<file path="src/hw/rtl/cvsw_pkg.sv">
// Shared types, record kind codes and body layout constants for the
// CodeView symbol record walker. No dependencies.
`default_nettype none

package cvsw_pkg;

  localparam logic [15:0] KIND_PUB32     = 16'h110E;
  localparam logic [15:0] KIND_GPROC32   = 16'h1110;
  localparam logic [15:0] KIND_LPROC32   = 16'h110F;
  localparam logic [15:0] KIND_GPROC_ID  = 16'h1147;
  localparam logic [15:0] KIND_LPROC_ID  = 16'h1146;

  localparam int PUB_MIN_BODY  = 11;
  localparam int PROC_MIN_BODY = 35;

  // Minimum record length (length covers the two kind bytes plus the body).
  localparam logic [15:0] PUB_MIN_LEN  = 16'(PUB_MIN_BODY + 2);
  localparam logic [15:0] PROC_MIN_LEN = 16'(PROC_MIN_BODY + 2);
  localparam logic [15:0] MIN_LEN      = 16'd2;

  // Body offsets of fields, per record class.
  localparam logic [15:0] PUB_FLAGS_AT  = 16'd0;
  localparam logic [15:0] PUB_OFF_AT    = 16'd4;
  localparam logic [15:0] PUB_SEG_AT    = 16'd8;
  localparam logic [15:0] PUB_NAME_AT   = 16'd10;
  localparam logic [15:0] PROC_OFF_AT   = 16'd24;
  localparam logic [15:0] PROC_SEG_AT   = 16'd28;
  localparam logic [15:0] PROC_NAME_AT  = 16'd31;

  localparam logic [16:0] HDR_LEN = 17'd4;

  localparam logic [1:0] RK_NAME = 2'd0;
  localparam logic [1:0] RK_DONE = 2'd1;
  localparam logic [1:0] RK_END  = 2'd2;

  localparam int QDEPTH = 4;
  localparam int QPTR_W = $clog2(QDEPTH);
  localparam int QCNT_W = $clog2(QDEPTH + 1);

  typedef enum logic [1:0] {
    CLS_NONE,
    CLS_PUB,
    CLS_PROC
  } cls_t;

  typedef struct packed {
    logic [1:0]  result_kind;
    logic [7:0]  name_char;
    logic [31:0] sym_offset;
    logic [15:0] segment_number;
    logic        func_flag;
    logic [15:0] name_length;
    logic        last;
  } res_t;

  typedef struct packed {
    logic [1:0] cnt;
    res_t       slot0;
    res_t       slot1;
  } push_t;

  function automatic logic is_proc_kind(input logic [15:0] k);
    is_proc_kind = (k == KIND_GPROC32) || (k == KIND_LPROC32) ||
                   (k == KIND_GPROC_ID) || (k == KIND_LPROC_ID);
  endfunction

  function automatic cls_t record_class(input logic [15:0] k, input logic [15:0] len);
    cls_t c;
    c = CLS_NONE;
    if (k == KIND_PUB32 && len >= PUB_MIN_LEN) begin
      c = CLS_PUB;
    end else if (is_proc_kind(k) && len >= PROC_MIN_LEN) begin
      c = CLS_PROC;
    end
    record_class = c;
  endfunction

endpackage

`default_nettype wire

</file>
<file path="src/hw/rtl/cvsw_ifs.sv">
// Valid/ready channel interfaces for the symbol record walker:
// byte input channel and result channel. No dependencies.
`default_nettype none

interface cvsw_in_if ();
  logic       valid;
  logic       ready;
  logic [7:0] data_byte;
  logic       stream_end;

  modport source (output valid, output data_byte, output stream_end, input ready);
  modport sink   (input valid, input data_byte, input stream_end, output ready);
endinterface

interface cvsw_out_if ();
  logic        valid;
  logic        ready;
  logic [1:0]  result_kind;
  logic [7:0]  name_char;
  logic [31:0] sym_offset;
  logic [15:0] segment_number;
  logic        func_flag;
  logic [15:0] name_length;
  logic        last;

  modport source (output valid, output result_kind, output name_char,
                  output sym_offset, output segment_number, output func_flag,
                  output name_length, output last, input ready);
  modport sink   (input valid, input result_kind, input name_char,
                  input sym_offset, input segment_number, input func_flag,
                  input name_length, input last, output ready);
endinterface

`default_nettype wire

</file>
<file path="src/hw/rtl/cvsw_parser.sv">
// Record parser: per-byte field capture, position tracking and result
// generation (up to two results per byte). Depends on cvsw_pkg.
`default_nettype none

module cvsw_parser import cvsw_pkg::*; (
  input  wire logic       clk,
  input  wire logic       rst_n,
  input  wire logic       step,
  input  wire logic [7:0] data_byte,
  input  wire logic       stream_end,
  output push_t           push
);

  logic [16:0] pos_r, pos_nxt;
  logic [15:0] len_r, len_nxt;
  logic [15:0] kind_r, kind_nxt;
  logic        fflag_r, fflag_nxt;
  logic [31:0] off_r, off_nxt;
  logic [15:0] seg_r, seg_nxt;
  logic [15:0] ncnt_r, ncnt_nxt;
  logic        nfin_r, nfin_nxt;
  logic        halted_r, halted_nxt;

  logic [15:0] len_w, kind_w, seg_w, ncnt_w;
  logic [31:0] off_w;
  logic        fflag_w, nfin_w;
  cls_t        cls;
  logic [15:0] q, off_at, seg_at, name_at;
  logic [1:0]  lane_off;
  logic        lane_seg;
  logic        name_emit, comp_emit, end_emit, fold, clear_rec;
  res_t        r_name, r_comp, r_end;

  always_comb begin
    len_w   = len_r;
    kind_w  = kind_r;
    fflag_w = fflag_r;
    off_w   = off_r;
    seg_w   = seg_r;
    ncnt_w  = ncnt_r;
    nfin_w  = nfin_r;
    pos_nxt    = pos_r;
    halted_nxt = halted_r;
    name_emit  = 1'b0;
    comp_emit  = 1'b0;
    clear_rec  = 1'b0;
    q          = 16'(pos_r - HDR_LEN);
    lane_off   = '0;
    lane_seg   = 1'b0;

    if (step && !halted_r) begin
      priority if (pos_r == 17'd0) begin
        len_w = {8'h00, data_byte};
      end else if (pos_r == 17'd1) begin
        len_w = {data_byte, len_r[7:0]};
      end else if (pos_r == 17'd2) begin
        kind_w = {8'h00, data_byte};
      end else if (pos_r == 17'd3) begin
        kind_w = {data_byte, kind_r[7:0]};
      end else begin
      end
    end

    cls     = record_class(kind_w, len_w);
    off_at  = (cls == CLS_PROC) ? PROC_OFF_AT  : PUB_OFF_AT;
    seg_at  = (cls == CLS_PROC) ? PROC_SEG_AT  : PUB_SEG_AT;
    name_at = (cls == CLS_PROC) ? PROC_NAME_AT : PUB_NAME_AT;

    if (step && !halted_r && pos_r >= HDR_LEN && cls != CLS_NONE) begin
      lane_off = 2'(q - off_at);
      lane_seg = 1'(q - seg_at);
      if (cls == CLS_PUB && q == PUB_FLAGS_AT) begin
        fflag_w = data_byte[1];
      end
      if (q >= off_at && q < off_at + 16'd4) begin
        off_w[{lane_off, 3'b000} +: 8] = data_byte;
      end else if (q >= seg_at && q < seg_at + 16'd2) begin
        seg_w[{lane_seg, 3'b000} +: 8] = data_byte;
      end else if (q >= name_at && !nfin_r && seg_r != 16'd0) begin
        if (data_byte == 8'h00) begin
          nfin_w = 1'b1;
        end else begin
          name_emit = 1'b1;
          ncnt_w    = ncnt_r + 16'd1;
        end
      end
    end

    if (step && !halted_r) begin
      if (pos_r == 17'd1 && len_w < MIN_LEN) begin
        halted_nxt = 1'b1;
        clear_rec  = 1'b1;
      end else if (pos_r >= 17'd3 && pos_r == {1'b0, len_w} + 17'd1) begin
        comp_emit = (cls != CLS_NONE) && (seg_w != 16'd0) && (ncnt_w != 16'd0);
        clear_rec = 1'b1;
      end else begin
        pos_nxt = pos_r + 17'd1;
      end
    end

    fold     = stream_end && name_emit && comp_emit;
    end_emit = step && stream_end && !fold;

    if (step && stream_end) begin
      clear_rec  = 1'b1;
      halted_nxt = 1'b0;
    end

    if (clear_rec) begin
      pos_nxt   = '0;
      len_nxt   = '0;
      kind_nxt  = '0;
      fflag_nxt = 1'b0;
      off_nxt   = '0;
      seg_nxt   = '0;
      ncnt_nxt  = '0;
      nfin_nxt  = 1'b0;
    end else begin
      len_nxt   = len_w;
      kind_nxt  = kind_w;
      fflag_nxt = fflag_w;
      off_nxt   = off_w;
      seg_nxt   = seg_w;
      ncnt_nxt  = ncnt_w;
      nfin_nxt  = nfin_w;
    end

    r_name = '0;
    r_name.result_kind = RK_NAME;
    r_name.name_char   = data_byte;

    r_comp = '0;
    r_comp.result_kind    = RK_DONE;
    r_comp.sym_offset     = off_w;
    r_comp.segment_number = seg_w;
    r_comp.func_flag      = (cls == CLS_PROC) ? 1'b1 : fflag_w;
    r_comp.name_length    = ncnt_w;
    r_comp.last           = fold;

    r_end = '0;
    r_end.result_kind = RK_END;
    r_end.last        = 1'b1;

    push = '0;
    priority if (name_emit) begin
      push.slot0 = r_name;
      if (comp_emit) begin
        push.slot1 = r_comp;
        push.cnt   = 2'd2;
      end else if (end_emit) begin
        push.slot1 = r_end;
        push.cnt   = 2'd2;
      end else begin
        push.cnt   = 2'd1;
      end
    end else if (comp_emit) begin
      push.slot0 = r_comp;
      push.slot1 = r_end;
      push.cnt   = end_emit ? 2'd2 : 2'd1;
    end else if (end_emit) begin
      push.slot0 = r_end;
      push.cnt   = 2'd1;
    end else begin
      push.cnt   = 2'd0;
    end
  end

  always_ff @(posedge clk) begin
    if (!rst_n) begin
      pos_r    <= '0;
      len_r    <= '0;
      kind_r   <= '0;
      fflag_r  <= 1'b0;
      off_r    <= '0;
      seg_r    <= '0;
      ncnt_r   <= '0;
      nfin_r   <= 1'b0;
      halted_r <= 1'b0;
    end else begin
      pos_r    <= pos_nxt;
      len_r    <= len_nxt;
      kind_r   <= kind_nxt;
      fflag_r  <= fflag_nxt;
      off_r    <= off_nxt;
      seg_r    <= seg_nxt;
      ncnt_r   <= ncnt_nxt;
      nfin_r   <= nfin_nxt;
      halted_r <= halted_nxt;
    end
  end

  a_end_clears: assert property (@(posedge clk) disable iff (!rst_n)
    step && stream_end |=> pos_r == 17'd0 && !halted_r)
    else $error("stream end left parser state behind");

  a_end_yields: assert property (@(posedge clk) disable iff (!rst_n)
    step && stream_end |-> push.cnt != 2'd0)
    else $error("stream end produced no result");

  a_halt_idle: assert property (@(posedge clk) disable iff (!rst_n)
    halted_r |-> pos_r == 17'd0 && push.cnt <= 2'd1)
    else $error("halted parser still tracking a record");

endmodule

`default_nettype wire

</file>
<file path="src/hw/rtl/cvsw_out_fifo.sv">
// Result queue: takes up to two results per cycle from the parser and
// hands them out one per transfer. Depends on cvsw_pkg.
`default_nettype none

module cvsw_out_fifo import cvsw_pkg::*; (
  input  wire logic  clk,
  input  wire logic  rst_n,
  input  wire push_t push,
  output logic       space,
  output logic       out_valid,
  input  wire logic  out_ready,
  output res_t       out_data
);

  res_t              mem [QDEPTH];
  logic [QPTR_W-1:0] wp_r, wp_nxt, rp_r, rp_nxt;
  logic [QCNT_W-1:0] cnt_r, cnt_nxt;
  logic              pop;

  assign out_valid = (cnt_r != '0);
  assign out_data  = mem[rp_r];
  assign pop       = out_valid && out_ready;
  assign space     = (cnt_r <= QCNT_W'(QDEPTH - 2));

  always_comb begin
    wp_nxt  = wp_r + QPTR_W'(push.cnt);
    rp_nxt  = rp_r + QPTR_W'(pop);
    cnt_nxt = cnt_r + QCNT_W'(push.cnt) - QCNT_W'(pop);
  end

  always_ff @(posedge clk) begin
    if (!rst_n) begin
      wp_r  <= '0;
      rp_r  <= '0;
      cnt_r <= '0;
    end else begin
      wp_r  <= wp_nxt;
      rp_r  <= rp_nxt;
      cnt_r <= cnt_nxt;
    end
  end

  always_ff @(posedge clk) begin
    if (push.cnt != 2'd0) begin
      mem[wp_r] <= push.slot0;
    end
    if (push.cnt == 2'd2) begin
      mem[wp_r + QPTR_W'(1)] <= push.slot1;
    end
  end

  a_no_overflow: assert property (@(posedge clk) disable iff (!rst_n)
    cnt_r <= QCNT_W'(QDEPTH))
    else $error("result queue overflow");

  a_push_has_room: assert property (@(posedge clk) disable iff (!rst_n)
    push.cnt != 2'd0 |-> space)
    else $error("push into a full result queue");

  a_idle_holds: assert property (@(posedge clk) disable iff (!rst_n)
    push.cnt == 2'd0 && !pop |=> $stable(cnt_r) && $stable(rp_r))
    else $error("queue moved without a transfer");

endmodule

`default_nettype wire

</file>
<file path="src/hw/rtl/codeview_symbol_record_walker.sv">
// CodeView symbol record walker, top level.
// Depends on cvsw_pkg, cvsw_ifs, cvsw_parser and cvsw_out_fifo.
//
// in_ch carries the symbol stream one byte per transfer, stream_end set on
// the final byte. out_ch carries results: a name byte per emitted name
// character, a completion (offset, segment, function flag, name length) on
// the last byte of a qualifying record, and an end marker (last = 1) after
// the final byte; if the final byte both emits a name byte and completes a
// record, the completion carries last = 1 instead of a separate marker.
// A byte is held in an input register, parsed once the queue has room and
// its results written into a four-entry result queue; with the queue empty
// the first result shows on out_ch as soon as it is written into the queue.
// Throughput is one byte per cycle while the queue has room; a byte with two
// results needs two transfers on the result port, and the queue absorbs that.
// The parser advances only while the queue holds at most two results, so a
// run of two-result bytes can cost a bubble.
// When out_ch stalls, the queue fills, the input register holds its byte
// and in_ch.ready drops. Synchronous reset clears the parser state, the
// queue and the input valid bit; no clearing pass is needed.

`default_nettype none

module codeview_symbol_record_walker import cvsw_pkg::*; (
  input  wire logic  clk,
  input  wire logic  rst_n,
  cvsw_in_if.sink    in_ch,
  cvsw_out_if.source out_ch
);

  logic       in_valid_r;
  logic [7:0] in_byte_r;
  logic       in_end_r;
  logic       space, step;
  push_t      push;
  res_t       out_data;

  assign step        = in_valid_r && space;
  assign in_ch.ready = !in_valid_r || space;

  always_ff @(posedge clk) begin
    if (!rst_n) begin
      in_valid_r <= 1'b0;
    end else if (in_ch.ready) begin
      in_valid_r <= in_ch.valid;
    end
  end

  always_ff @(posedge clk) begin
    if (in_ch.ready && in_ch.valid) begin
      in_byte_r <= in_ch.data_byte;
      in_end_r  <= in_ch.stream_end;
    end
  end

  cvsw_parser u_parser (
    .clk        (clk),
    .rst_n      (rst_n),
    .step       (step),
    .data_byte  (in_byte_r),
    .stream_end (in_end_r),
    .push       (push)
  );

  cvsw_out_fifo u_out_fifo (
    .clk       (clk),
    .rst_n     (rst_n),
    .push      (push),
    .space     (space),
    .out_valid (out_ch.valid),
    .out_ready (out_ch.ready),
    .out_data  (out_data)
  );

  assign out_ch.result_kind    = out_data.result_kind;
  assign out_ch.name_char      = out_data.name_char;
  assign out_ch.sym_offset     = out_data.sym_offset;
  assign out_ch.segment_number = out_data.segment_number;
  assign out_ch.func_flag      = out_data.func_flag;
  assign out_ch.name_length    = out_data.name_length;
  assign out_ch.last           = out_data.last;

endmodule

`default_nettype wire

</file>
<file path="src/flat_wrapper.sv">
// flat-port wrapper written by rule: the top's interface ports become plain ports
module codeview_symbol_record_walker_flat import cvsw_pkg::*;
  (clk, rst_n, in_ch_valid, in_ch_data_byte, in_ch_stream_end, in_ch_ready, out_ch_valid, out_ch_result_kind, out_ch_name_char, out_ch_sym_offset, out_ch_segment_number, out_ch_func_flag, out_ch_name_length, out_ch_last, out_ch_ready);
  cvsw_in_if in_ch_i ();
  cvsw_out_if out_ch_i ();
  input  wire logic clk;
  input  wire logic rst_n;
  input wire logic [$bits(in_ch_i.valid)-1:0] in_ch_valid;
  input wire logic [$bits(in_ch_i.data_byte)-1:0] in_ch_data_byte;
  input wire logic [$bits(in_ch_i.stream_end)-1:0] in_ch_stream_end;
  output wire logic [$bits(in_ch_i.ready)-1:0] in_ch_ready;
  output wire logic [$bits(out_ch_i.valid)-1:0] out_ch_valid;
  output wire logic [$bits(out_ch_i.result_kind)-1:0] out_ch_result_kind;
  output wire logic [$bits(out_ch_i.name_char)-1:0] out_ch_name_char;
  output wire logic [$bits(out_ch_i.sym_offset)-1:0] out_ch_sym_offset;
  output wire logic [$bits(out_ch_i.segment_number)-1:0] out_ch_segment_number;
  output wire logic [$bits(out_ch_i.func_flag)-1:0] out_ch_func_flag;
  output wire logic [$bits(out_ch_i.name_length)-1:0] out_ch_name_length;
  output wire logic [$bits(out_ch_i.last)-1:0] out_ch_last;
  input wire logic [$bits(out_ch_i.ready)-1:0] out_ch_ready;
  assign in_ch_i.valid = in_ch_valid;
  assign in_ch_i.data_byte = in_ch_data_byte;
  assign in_ch_i.stream_end = in_ch_stream_end;
  assign in_ch_ready = in_ch_i.ready;
  assign out_ch_valid = out_ch_i.valid;
  assign out_ch_result_kind = out_ch_i.result_kind;
  assign out_ch_name_char = out_ch_i.name_char;
  assign out_ch_sym_offset = out_ch_i.sym_offset;
  assign out_ch_segment_number = out_ch_i.segment_number;
  assign out_ch_func_flag = out_ch_i.func_flag;
  assign out_ch_name_length = out_ch_i.name_length;
  assign out_ch_last = out_ch_i.last;
  assign out_ch_i.ready = out_ch_ready;
  codeview_symbol_record_walker u_core (.clk(clk), .rst_n(rst_n), .in_ch(in_ch_i), .out_ch(out_ch_i));
endmodule
</file>
<file path="config.mk">
export PLATFORM = sky130hd
export DESIGN_NAME = codeview_symbol_record_walker_flat
export DESIGN_NICKNAME = d
export VERILOG_FILES = /design/src/hw/rtl/cvsw_pkg.sv /design/src/hw/rtl/cvsw_ifs.sv /design/src/hw/rtl/cvsw_parser.sv /design/src/hw/rtl/cvsw_out_fifo.sv /design/src/hw/rtl/codeview_symbol_record_walker.sv /design/src/flat_wrapper.sv
export SDC_FILE = /design/constraint.sdc
export NUM_CORES = 1
export LEC_CHECK = 0
export CAP_MARGIN = 30
export CORE_AREA = 3 3 190 192
export CTS_BUF_LIST = sky130_fd_sc_hd__clkbuf_4 sky130_fd_sc_hd__clkbuf_8
export CTS_CLUSTER_DIAMETER = 50
export CTS_CLUSTER_SIZE = 40
export DETAILED_ROUTE_END_ITERATION = 10
export DIE_AREA = 0 0 193 195
export DONT_BUFFER_PORTS = 1
export HOLD_SLACK_MARGIN = 0.08
export PLACE_DENSITY = 0.75
export RECOVER_POWER = 50
export SETUP_SLACK_MARGIN = 0.4
export SYNTH_ARGS = -nofsm -noshare
export SYNTH_HDL_FRONTEND = slang
export SYNTH_SLANG_ARGS = --single-unit
</file>
<file path="constraint.sdc">
create_clock -name clk -period 10.9 [get_ports clk]
set_clock_uncertainty 0.1 [all_clocks]
set_input_delay 0.545 -clock clk [delete_from_list [all_inputs] [get_ports clk]]
set_output_delay 0.545 -clock clk [all_outputs]
set_load 0.02 [all_outputs]
</file>
==> results.ini, run 1 <==
[drt]
wirelength_um=54640
wl_per_cell_um=23.39
first_pass_iters=6
drc_errors=0
antenna_left=0
vias=14999
viasPerCell=6.421
drtIter0Drc=1691

[logic_synthesis]
synth_edf_count=281
ys.flop_type=edfxtp_1
syn_area_um2=20730
yosysMostFrequentCell=nor2_1
synthDistinctLibCells=94
synth_top_area_share_pct=40.70
synth_commonest_cells=nor2_1 (452), edfxtp_1 (281), dfxtp_1 (156)
ys_ff_latch=437
synth_area_leader_cell=edfxtp_1
syn_area_per_cell_um2=11.01
synth_cells=1884
synth_area_leaders=edfxtp_1 (41%), dfxtp_1 (15%), mux4_2 (8.3%)
synthArstFlopShare_pct=0
synth_fp_nets=1922
synth.yosys.warnings=0
yosysSeqAreaShare_pct=55.76

[grt]
globalRoute.totalOverflow=0
grt_max_degree=69
grt_pass1_wl_um=85280
grt_pass1_vias=14854
grt_usage_pct=29.17
antenna_found_initial=0

[timing]
rsz0062_at_grt=false
fin_tns_setup_ns=0
worst_hold_slack_ns=0.2819
min_period_ns=10.07
drv_slew=147
setup_viol=0
slew-limit-headroom_pct=-127.4
worstMarginPinSlew_ns=3.410
fmax_mhz=99.34
timing_hold_violations_final=0
setup_slack_ns=0.8338
period_share_pct=92.35

[floorplan]
die-height_um=195
core_um2=34540
dieWidth_um=193
rows=68
die_area_um2=37640
io_pins=91
start_util_pct=60.03

[setup_path]
cp-start-kind=register
critical_path_required_ns=11.12
critPathMaxFanout=28
worstSetupPathType=reg2reg
slowest_stage=ha_1
end_kind=register
arrival_ns=10.29
max_stage_delay_ns=0.58
rrSetupSlack_ns=0.83

[clocking]
numCtsBuffers=40
clkSlewWorstSetupHoldPaths_ns=0.10
insertion_delay_ns=0.63
cts_sinks=437
clk_path_buf_depth=3
tritoncts=done
cts-root-buf=clkbuf_8
cts_max_level=2

[power]
power.total_mw=3.778
p_per_area_nw_per_um2=169.4
peakVddDrop_uv=119.8
p_leak_nw=7.171

[outcome]
violations=capacitance limit, slew limit
status=complete, but fails checks

[final_layout]
fin_nets=1888
finish.utilization_pct=64.58
drive_above_1_share_pct=11.86
antenna_cells=0
area_growth_pct=7.591

[place]
hpwlAfterDp_um=35320
pre_cts_ws_ns=1.134
place_congestion=0.9588
io_buffers=0

[job]
max-cap-violations=4

[hold_path]
min_path_type=in2reg

cells in the final DEF, fill, tap and decap left out, types with 11 or more instances in the layout:
cell type | netlist | routed
nor2_1 | 452 | 452
edfxtp_1 | 281 | 281
dfxtp_1 | 156 | 155
nand2_1 | 121 | 121
a21oi_1 | 90 | 90
mux4_2 | 76 | 76
nor3_1 | 47 | 47
xnor2_1 | 45 | 45
clkbuf_8 | 0 | 40
inv_1 | 42 | 39
nand3_1 | 34 | 34
a22o_1 | 28 | 28
buf_4 | 3 | 28
nor4_1 | 26 | 26
o21ai_0 | 22 | 24
ha_1 | 24 | 24
mux2i_1 | 22 | 22
or4_1 | 20 | 20
or3_1 | 17 | 17
xor2_1 | 17 | 17
and3_1 | 15 | 15
a211oi_1 | 13 | 13
nand4_1 | 11 | 11
a31oi_1 | 11 | 11
o22ai_1 | 11 | 11
dlygate4sd3_1 | 0 | 11
final timing paths:
path | from | endpoint | cells past startpoint
min reg2reg | u_core.u_out_fifo.mem[2][67] | u_core.u_out_fifo.mem[2][67] | 1
max | u_core.u_parser.pos_r[0] | u_core.u_out_fifo.mem[0][60] | 35
max reg2reg | u_core.u_parser.pos_r[0] | u_core.u_out_fifo.mem[0][60] | 35
min | out_ch_ready | u_core.u_out_fifo.rp_r[0] | 3
worst max-delay path, delay by kind of cell, from the launching register on:
family	cells	cell delay, ns
simple gates	13	3.21
mux	1	0.15
fa+ha+maj	4	1.25
buf+inv	6	1.17
flops	1	0.49
compound gates	11	3.36
what timing repair did:
item,CTS,global route
setup endpoints to repair,0,62
hold endpoints to repair,16,0
gates resized for setup,0,1
setup buffers,0,0
hold buffers,11,0
logic make-up after synthesis:
group	after synthesis	share of synthesized area (%)
muxes	100	9.426
and+or+nand+nor	830	18.65
xor gates and xnor gates	63	2.697
DFF	437	55.76
adders and majority gates	25	1.545
AOI/OAI and AO/OA	256	8.490
buffers and inverters	173	3.433
layer usage:
layer	global-route usage [%]	part of all wire (%)	routed length, um	up-vias
met4	8.411	2.6	1403	0
li1	-	-	-	6745
met1	41.28	42	22860	7434
met2	47.26	48	26070	706
met3	4.470	7.9	4299	114
met5	0	0	0	-
flip-flops by register name, indices dropped and copies added, names as in the netlist:
signal,count
u_core.in_end_r,1
u_core.u_parser.halted_r,1
u_core.u_out_fifo.rp_r,2
u_core.u_parser.ncnt_r,16
u_core.u_parser.nfin_r,1
u_core.u_parser.seg_r,16
u_core.u_out_fifo.cnt_r,3
u_core.u_out_fifo.wp_r,2
u_core.in_valid_r,1
u_core.u_parser.fflag_r,1
u_core.u_out_fifo.mem,304
u_core.u_parser.len_r,16
u_core.u_parser.pos_r,17
u_core.u_parser.kind_r,16
u_core.in_byte_r,8
u_core.u_parser.off_r,32
final cells by class:
class	instances	area [um^2]
Clock buffer	43	573.1
Clock inverter	30	462.9
Fill cell	2712	12230
Inverter	42	157.7
Multi-Input combinational cell	1274	8462
Sequential cell	437	11560
Tap cell	455	569.3
Timing Repair Buffer	55	519.2
where the power goes:
group | internal [mW] | switching, mW | total [mW]
combinational | 0.258 | 0.461 | 0.719
clock | 0.549 | 0.650 | 1.20
sequential | 1.80 | 0.0597 | 1.86
stage by stage:
stage	cells	area (um^2)
3_3_place_gp	2249	21180
3_5_place_dp	2251	21190
2_1_floorplan	1884	20730
6_report	2336	22310
4_1_cts	2335	22340
5_1_grt	2336	22310
Power figures use the tool's default switching activity.
==> inputs of run 2 (changes only) <==
Settings changed: CTS_CLUSTER_DIAMETER 50 to 40.
Clock period 10.9 ns to 12.3 ns, I/O delays scaled along.
==> results.ini, run 2 (synthesized netlist as in run 1, its figures left out) <==
[outcome]
status=complete, but fails checks  ; unchanged
violations=capacitance limit, slew limit  ; unchanged

[grt]
grt_max_degree=88  ; was 69
antenna_found_initial=0  ; unchanged
grt_usage_pct=28.82  ; was 29.17%
globalRoute.totalOverflow=0  ; unchanged
grt_pass1_vias=14540  ; was 14,854
grt_pass1_wl_um=83880  ; was 85,280 um

[power]
pwr-share-clk_pct=32.2  ; was 31.7%
combPwrFrac_pct=18.8  ; was 19.0%
power.internal_mw=2.320  ; was 2.608 mW
switching_share_pct=31.29  ; was 30.97%
p_leak_nw=7.124  ; was 7.171 nW
peakVddDrop_uv=104.6  ; was 119.8 uV
p_per_area_nw_per_um2=151.9  ; was 169.4 nW/um^2
pwr-share-seq_pct=49.0  ; was 49.2%
switching_power_mw=1.056  ; was 1.170 mW

[drt]
wl_per_cell_um=22.99  ; was 23.39 um
wirelength_um=53800  ; was 54,640 um
viasPerCell=6.361  ; was 6.421
drc_errors=0  ; unchanged
antenna_left=0  ; unchanged
vias=14885  ; was 14,999
first_pass_iters=6  ; unchanged
drtIter0Drc=1695  ; was 1,691

[clocking]
cts_sinks=437  ; unchanged
clk_path_buf_depth=3  ; unchanged
insertion_delay_ns=0.66  ; was 0.63 ns
tritoncts=done  ; unchanged
cts-resized-gates=0  ; unchanged
cts-root-buf=clkbuf_8  ; unchanged
cts_max_level=2  ; unchanged
clkSlewWorstSetupHoldPaths_ns=0.08  ; was 0.10 ns
numCtsBuffers=49  ; was 40

[setup_path]
worstSetupPathType=reg2reg  ; unchanged
arrival_ns=11.39  ; was 10.29 ns
cpLargestDelayFamily=compound AO/OA/AOI/OAI gates  ; unchanged
max_stage_delay_ns=0.82  ; was 0.58 ns
crit_buf_inv=5  ; was 6
slowest_stage=nor4_2  ; was ha_1
r2r.worst_path.cells=30  ; was 35
cp-start-kind=register  ; unchanged
path_depth=30  ; was 35
critPathMaxFanout=51  ; was 28
critical_path_required_ns=12.49  ; was 11.12 ns
end_kind=register  ; unchanged

[place]
place_congestion=0.9714  ; was 0.9588
placed_cell_area_um2=21010  ; was 21,190 um^2
pre_cts_ws_ns=1.612  ; was 1.134 ns
hpwlAfterDp_um=34380  ; was 35,320 um
io_buffers=0  ; unchanged

[final_layout]
reg.largest.list=u_core.u_out_fifo.mem: 304 flops, u_core.u_parser.off_r: 32 flops, u_core.u_parser.pos_r: 17 flops  ; unchanged
layout_commonest_cell=nor2_1  ; unchanged
num-fill-cells=2711  ; was 2,712
fin_nets=1883  ; was 1,888
design_area_um2=22230  ; was 22,310 um^2
antenna_cells=0  ; unchanged
area_growth_pct=7.223  ; was 7.591%
drive_above_1_share_pct=11.94  ; was 11.86%
max_flop_register=u_core.u_out_fifo.mem  ; unchanged
largest_register_ffs=304  ; unchanged
layout_common_cells=nor2_1 (452), edfxtp_1 (281), dfxtp_1 (155)  ; unchanged
finish.utilization_pct=64.36  ; was 64.58%

[hold_path]
hold_depth=2  ; was 3
min_path_type=in2reg  ; unchanged

[timing]
setup_slack_ns=1.102  ; was 0.8338 ns
period_share_pct=91.04  ; was 92.35%
worstMarginPinSlew_ns=4.463  ; was 3.410 ns
fin_tns_setup_ns=0  ; unchanged
slew-limit-headroom_pct=-197.5  ; was -127.4%
setup_viol=0  ; unchanged
fmax_mhz=89.30  ; was 99.34 MHz
drv_slew=170  ; was 147
rsz0062_at_grt=false  ; unchanged
timing_hold_violations_final=0  ; unchanged
min_period_ns=11.20  ; was 10.07 ns

[floorplan]
dieWidth_um=193  ; unchanged
core_um2=34540  ; unchanged
die-height_um=195  ; unchanged
die_area_um2=37640  ; unchanged
io_pins=91  ; unchanged
rows=68  ; unchanged
start_util_pct=60.03  ; unchanged

[job]
max-cap-violations=4  ; unchanged

## run 2: path summary, 6_finish.rpt
path                             startpoint                           end  slack (ns)
setup / recovery   u_core.u_parser.pos_r[5]  u_core.u_out_fifo.mem[2][64]        1.10
hold / removal                        rst_n     u_core.u_parser.ncnt_r[4]        0.23
setup reg to reg   u_core.u_parser.pos_r[5]  u_core.u_out_fifo.mem[2][64]        1.10
hold reg to reg   u_core.u_parser.kind_r[8]     u_core.u_parser.kind_r[8]        0.37
## run 2: through the flow
step                power [mW]  instances  hold slack, ns
floorplan                2.166       1884          0.3271
global placement         2.305       2231          0.3430
detailed placement       2.317       2236          0.3505
CTS                      3.392       2338          0.1988
global route             3.499       2340          0.2544
finish                   3.377       2340          0.2301
## run 2: layout make-up
cell class                 instances  area [um^2]  share of cell area, %
multi-input combinational       1274         8458                  38.04
tap                              455        569.3                  2.561
inverter                          42        157.7                 0.7091
sequential                       437        11560                  52.02
clock buffer                      58        760.7                  3.422
clock inverter                    33        369.1                  1.660
timing repair buffer              41        352.8                  1.587
## run 2: power groups by stage
stage	logic [mW]	clock network [mW]	registers, mW
6_report	0.634	1.09	1.65
5_1_grt	0.676	1.16	1.66
4_1_cts	0.633	1.10	1.66
3_5_place_dp	0.628	0	1.69
3_3_place_gp	0.619	0	1.69
2_1_floorplan	0.522	0	1.64
## run 2: timing repair
action                     4_1_cts  5_1_grt
setup endpoints to repair        0        0
buffers inserted                 0        0
hold buffers                    11        0
hold endpoints to repair        16        0
## run 2: per-layer routing
metal,GRT usage [%],share of wire (%)
met5,0,0
met4,8.358,2.6
met3,5.655,9.7
met2,45.16,46
met1,41.38,41
## run 2: worst reg2reg max path, delay by kind of cell, from the launching register on
| family | cells | cell delay [ns] |
|---|---|---|
| and+or+nand+nor | 10 | 4.00 |
| buffers and inverters | 5 | 1.39 |
| adders and majority gates | 3 | 0.67 |
| AOI/OAI and AO/OA | 11 | 4.06 |
| DFF | 1 | 0.44 |
| muxes | 1 | 0.14 |
